$ cat config.mk
export PLATFORM = sky130hd
export DESIGN_NAME = frs_ctrl
export DESIGN_NICKNAME = d
export VERILOG_FILES = /design/src/hdl/frs_pkg.sv /design/src/hdl/frs_ctrl.sv
export SDC_FILE = /design/constraint.sdc
export NUM_CORES = 1
export LEC_CHECK = 0
export ABC_AREA = 0
export BUFFER_PORTS_ARGS = -buffer_cell sky130_fd_sc_hd__buf_2
export CORE_AREA = 5 5 42 44
export DETAILED_ROUTE_END_ITERATION = 16
export DIE_AREA = 0 0 47 49
export GPL_ROUTABILITY_DRIVEN = 0
export HOLD_SLACK_MARGIN = 0.08
export PLACE_DENSITY_LB_ADDON = 0.1
export SETUP_SLACK_MARGIN = 0.5
export SYNTH_ARGS = -nofsm -noshare
export SYNTH_HDL_FRONTEND = slang
export SYNTH_SLANG_ARGS = --single-unit
$ cat constraint.sdc
create_clock -name clk -period 1.49 [get_ports clk]
set_input_delay 0.298 -clock clk [delete_from_list [all_inputs] [get_ports clk]]
set_output_delay 0.298 -clock clk [all_outputs]
set_load 0.01 [all_outputs]
$ cat src/hdl/frs_pkg.sv
// Shared constants, types and controller interface of the Fenwick range-sum block.
package frs_pkg;

  localparam int DEPTH  = 1024;
  localparam int ADDR_W = $clog2(DEPTH);
  localparam int IDX_W  = ADDR_W + 1;
  localparam int DATA_W = 32;
  localparam int SIZE_W = 11;
  localparam int OP_W   = 2;
  localparam int POS_W  = 10;
  localparam int IN_TDATA_W = 64;
  localparam int IN_TUSER_W = OP_W;
  localparam int OUT_TDATA_W = DATA_W;

  localparam logic [OP_W-1:0] OP_ADD   = 2'd0;
  localparam logic [OP_W-1:0] OP_QUERY = 2'd1;
  localparam logic [OP_W-1:0] OP_CLEAR = 2'd2;

  typedef enum logic [3:0] {
    ST_CLEAR,
    ST_IDLE,
    ST_DECODE,
    ST_ADD_CHK,
    ST_ADD_WR,
    ST_HI_WALK,
    ST_HI_SAVE,
    ST_LO_WALK,
    ST_DONE
  } state_t;

  typedef struct packed {
    logic load_item;
    logic clr_init;
    logic clr_write;
    logic add_init;
    logic add_rd;
    logic add_wr;
    logic walk_init_hi;
    logic walk_step;
    logic walk_init_lo;
    logic out_write;
  } cmd_t;

  typedef struct packed {
    logic [OP_W-1:0] op;
    logic            clr_last;
    logic            add_done;
    logic            walk_done;
    logic            bad_right;
    logic            out_full;
  } stat_t;

endpackage

$ cat src/hdl/frs_ctrl.sv
// Controller state machine: sequences clears, add walks and the two prefix walks.
module frs_ctrl (
  input  logic           clk,
  input  logic           rst,
  input  logic           cfg_we,
  input  logic           s_axis_tvalid,
  output logic           s_axis_tready,
  input  frs_pkg::stat_t stat,
  output frs_pkg::cmd_t  cmd
);
  import frs_pkg::*;

  state_t state;
  state_t state_next;

  always_ff @(posedge clk) begin
    if (rst) begin
      state <= ST_CLEAR;
    end else begin
      state <= state_next;
    end
  end

  always_comb begin
    state_next = state;
    unique case (state)
      ST_CLEAR: begin
        if (stat.clr_last) state_next = ST_IDLE;
      end
      ST_IDLE: begin
        if (s_axis_tvalid) state_next = ST_DECODE;
      end
      ST_DECODE: begin
        case (stat.op)
          OP_ADD:   state_next = ST_ADD_CHK;
          OP_QUERY: state_next = stat.bad_right ? ST_DONE : ST_HI_WALK;
          OP_CLEAR: state_next = ST_CLEAR;
          default:  state_next = ST_IDLE;
        endcase
      end
      ST_ADD_CHK: begin
        state_next = stat.add_done ? ST_IDLE : ST_ADD_WR;
      end
      ST_ADD_WR: begin
        state_next = ST_ADD_CHK;
      end
      ST_HI_WALK: begin
        if (stat.walk_done) state_next = ST_HI_SAVE;
      end
      ST_HI_SAVE: begin
        state_next = ST_LO_WALK;
      end
      ST_LO_WALK: begin
        if (stat.walk_done) state_next = ST_DONE;
      end
      ST_DONE: begin
        if (!stat.out_full) state_next = ST_IDLE;
      end
      default: state_next = ST_CLEAR;
    endcase
    // A register write restarts the clearing pass.
    if (cfg_we) state_next = ST_CLEAR;
  end

  always_comb begin
    cmd = '0;
    s_axis_tready = 1'b0;
    cmd.clr_init = cfg_we;
    unique case (state) inside
      ST_CLEAR: begin
        cmd.clr_write = !cfg_we;
      end
      ST_IDLE: begin
        // no transaction in the cycle of a register write
        s_axis_tready = !cfg_we;
        cmd.load_item = s_axis_tvalid && !cfg_we;
      end
      ST_DECODE: begin
        case (stat.op)
          OP_ADD:   cmd.add_init = 1'b1;
          OP_QUERY: cmd.walk_init_hi = !stat.bad_right;
          OP_CLEAR: cmd.clr_init = 1'b1;
          default:  cmd.add_init = 1'b0;
        endcase
      end
      ST_ADD_CHK: begin
        cmd.add_rd = !stat.add_done;
      end
      ST_ADD_WR: begin
        cmd.add_wr = 1'b1;
      end
      ST_HI_WALK, ST_LO_WALK: begin
        cmd.walk_step = !stat.walk_done;
      end
      ST_HI_SAVE: begin
        cmd.walk_init_lo = 1'b1;
      end
      ST_DONE: begin
        cmd.out_write = !stat.out_full;
      end
      default: cmd.clr_write = 1'b0;
    endcase
  end

endmodule

After elaboration in Yosys (flattened, before gate mapping)
Cells that the tools add are included.
{"block": "op_classes", "eq_ne": 15, "muxes": 23, "n_reduce_logical": 11}
{"op": "one-hot mux 4 bit (9 select lines)", "count": 1}
{"op": "2-to-1 mux 4 bit", "count": 6}
{"op": "equality test 4 x 3 -> 1 bit (second input constant)", "count": 4}
{"op": "2-to-1 mux 1 bit", "count": 14}
{"op": "one-hot mux 4 bit (3 select lines)", "count": 1}
{"op": "inequality test 2 bit (second input constant)", "count": 5}
{"op": "equality test 4 x 2 -> 1 bit (second input constant)", "count": 2}
{"op": "zero test 1 bit", "count": 5}
{"op": "AND reduction 5 bit", "count": 1}
{"op": "equality test 4 x 1 -> 1 bit (second input constant)", "count": 1}
{"op": "equality test 4 bit (second input constant)", "count": 1}
{"op": "zero test 4 bit", "count": 1}
{"op": "OR reduction 2 bit", "count": 2}
{"op": "2-to-1 mux 3 bit", "count": 1}
{"op": "equality test 2 x 1 -> 1 bit (second input constant)", "count": 1}
{"op": "equality test 2 bit (second input constant)", "count": 1}
{"op": "zero test 2 bit", "count": 1}
{"op": "logical AND 1 bit", "count": 1}
{"block": "totals", "ff_bits": 4, "out_inout_bits": 11, "wordCells": 50}

Depth between registers and ports, before layout
{"block": "depth", "ltp_word": 3, "mapped_depth": 6, "ltp_nobuf": 4}

Least setup slack after synthesis
Ideal clock, no wire load.
{"block": "synth_path", "path_kind": "register to output", "from": "reg state[1]", "to": "out cmd[9] in the netlist's numbering", "arrival_time_ns": 1.287, "required_time_ns": 1.192, "slack_ns": -0.095, "path_stages_with_launch": 6, "path_buffers": 2, "cell_sequence": "dfxtp_1 buf_6 or2_1 buf_2 nor3_1 and2_1"}
{"element": "start, declared", "line": "frs_ctrl.sv:13", "rtl": "state_t state;"}
{"element": "start signal, assigned", "line": "frs_ctrl.sv:20", "rtl": "state <= state_next;"}
{"element": "end, declared", "line": "frs_ctrl.sv:9", "rtl": "output frs_pkg::cmd_t cmd"}

==> out/qor.csv <==
stage;metric;value;unit
power_and_ir_drop;seq_power_share;0.282;
routing;drc;0;
grt;grt_start_max_net_pins;10;
die;coreArea;1400;sq um
die;rows;14;
power_and_ir_drop;swShare;0.307;
timing;max_freq;0.585;GHz
timing;setup_viol;9;
clocking;tritoncts;built;
synthesis;syn_avg_cell_area;7.33;sq um
finish;final_cell_mix;buf_2 (21), buf_4 (20);
clocking;cts.path.max_buffers;2;
power_and_ir_drop;clockPowerShare;0.314;
placed_design;dp_hpwl;1.14;mm
power_and_ir_drop;internal_power;0.287;mW
synthesis;ys_seq_area_frac;0.171;
power_and_ir_drop;p_switching;0.127;mW
clocking;root_buffer;clkbuf_4;
critical_path;startpoint_type;register;
clocking;postCtsHoldBufs;0;
routing;viasPerCell;5.07;
die;die_width;47;um
routing;ant_nets;0;
routing;vias;619;
finish;largest_register_ffs;4;
clocking;clk_pin_slew;0.03;ns
routing;drt_wl_total;1.65;mm
finish;fillerInstances;133;
timing;finalMaxSlewViolations;0;
grt;grt_pass1_wl;2.62;mm
job;maxCapViolations;0;
clocking;clock_sinks;4;
timing;rsz0062_at_grt;yes;
min_path;whs_path_depth;2;
synthesis;synth-seq-cells;4;
finish;reg.largest.list;state (4);
critical_path;critical_path.endpoint;cmd[3];
die;io_pins;22;
critical_path;end_kind;output pin;
finish;num_antenna_cells;0;
finish;drive_above_1_share;0.689;
clocking;clk_latency;0.23;ns
routing;first_pass_iters;4;
synthesis;yosysTopAreaCell;dfxtp_1;
grt;overflow;0;
finish;fin_util;0.635;
finish;top_register;state;
run_status;violations;setup timing;
finish;nets;119;
synthesis;yosys_warnings;0;
critical_path;worstPathRequired;1.19;ns
critical_path;cp_max_fo;2;
synthesis;yosys-top-cells-area;dfxtp_1 (17%), nor3_1 (9.6%), nor2_1 (5.6%);
timing;max_slew_margin;0.775;
critical_path;r2r_end;state[2];
min_path;hold_class;in2reg;
placed_design;portBuffers;21;
clocking;tritoncts.num_buffers;3;
synthesis;synth_cells;64;
synthesis;syn_nets;75;
timing;whs;0.236;ns
finish;syn_to_final_growth;89.6;%
routing;wire_per_inst;13.5;um
critical_path;worstSetupStartpoint;state[2];
grt;grt_pass1_vias;617;
die;dieArea;2300;sq um
timing;hold_viol;0;
critical_path;critPathKind;reg2out;
critical_path;reg2reg_slack;0.01;ns
critical_path;reg2reg_depth;8;
synthesis;syn-cell-area;469;sq um
timing;period_minus_slack;1.71;ns
grt;antenna_found_initial;0;
timing;setup_tns;-0.855;ns
synthesis;yosys.cell_types.count;33;
timing;period_share;1.15;
run_status;status;finished with violations;
finish;final_common_cell;buf_2;
grt;track_usage;0.150;
synthesis;synth_top_area_frac;0.171;
timing;clock_skew;0.00165;ns
power_and_ir_drop;finalPower;0.414;mW
power_and_ir_drop;powerDensity;466;nW/um^2
die;die_h;49;um
power_and_ir_drop;combPwrFrac;0.404;
timing;tightest_slew;0.335;ns
timing;setup_ws;-0.220;ns
die;initial_core_util;0.335;
critical_path;arrival;1.41;ns
power_and_ir_drop;vdd_ir_drop_max;416;uV
power_and_ir_drop;leakage;0.418;nW
clocking;cts_max_level;1;
routing;drt_iter0_markers;7;
critical_path;worstReg2RegStart;state[2];
[synthesized netlist by cell type (all sizes together)]
library cell / instances
a31oi: 1
o211a: 1
and2: 1
nor2b: 2
nand3: 3
or2b: 2
a21o: 1
a21boi: 1
a21bo: 1
a221oi: 2
o21ai: 2
nand2: 4
a21oi: 2
buf: 5
nand3b: 1
nor2: 7
nor4b: 1
or4: 1
nor3: 9
o31ai: 2
nor4: 2
o31a: 1
inv: 1
and3b: 1
nand2b: 2
dfxtp: 4
mux2i: 1
or2: 1
clkbuf: 1
or3: 1
[stage by stage]
step / setup slack, ns / instance area, sq um / std cells
after floorplan: 0.00438 / 549 / 64
after detailed placement: 0.00735 / 683 / 104
after CTS: -0.230 / 805 / 115
after global placement: 0.0279 / 683 / 104
after global routing: -0.291 / 890 / 122
final: -0.220 / 890 / 122
[what timing repair did]
action,4_1_cts,5_1_grt
setup endpoints to repair,15,15
pin swaps,6,8
setup buffers,8,7
resized for setup,13,8
[area by class of cell]
cell class	instances	area (sq um)	share of cell area
Multi-Input combinational cell	53	458	0.515
Timing Repair Buffer	45	300	0.338
Sequential cell	4	85.1	0.0956
Clock buffer	3	22.5	0.0253
Tap cell	16	20.0	0.0225
Inverter	1	3.75	0.00422
[power groups by stage]
stage	logic (mW)	registers, mW	clock network (mW)
2_1_floorplan	0.0889	0.114	0
3_3_place_gp	0.127	0.116	0
3_5_place_dp	0.127	0.116	0
4_1_cts	0.151	0.116	0.137
5_1_grt	0.182	0.117	0.145
6_report	0.167	0.117	0.130
[cells by family (layout without fill, tap and decap cells)]
group | Yosys count | in the layout | synth area share
AND/OR/NAND/NOR | 38 | 38 | 0.496
flip-flops | 4 | 4 | 0.171
multiplexers | 1 | 1 | 0.0213
buffers and inverters | 7 | 49 | 0.0933
AO/OA/AOI/OAI | 14 | 14 | 0.219
[routing by layer]
layer  GRT usage  wire, um
met5           0         0
met4      0.0323         0
met3      0.0590       154
met2       0.219       788
met1       0.205       711
[worst min-delay path by stage]
stage,slack (ns),to,start
after floorplan,0.37,state[1],rst
after global placement,0.50,state[1],rst
after detailed placement,0.48,state[1],rst
after CTS,0.23,state[1],rst
after global routing,0.24,state[1],rst
final,0.24,state[1],rst
[worst max-delay path, stage by stage, from the launching register on]
cell,delay [ns]
dfxtp_2,0.31
nand2b_4,0.13
or3_4,0.35
nor4b_4,0.22
buf_2,0.17
No activity file was read; power rests on OpenSTA's default activity.
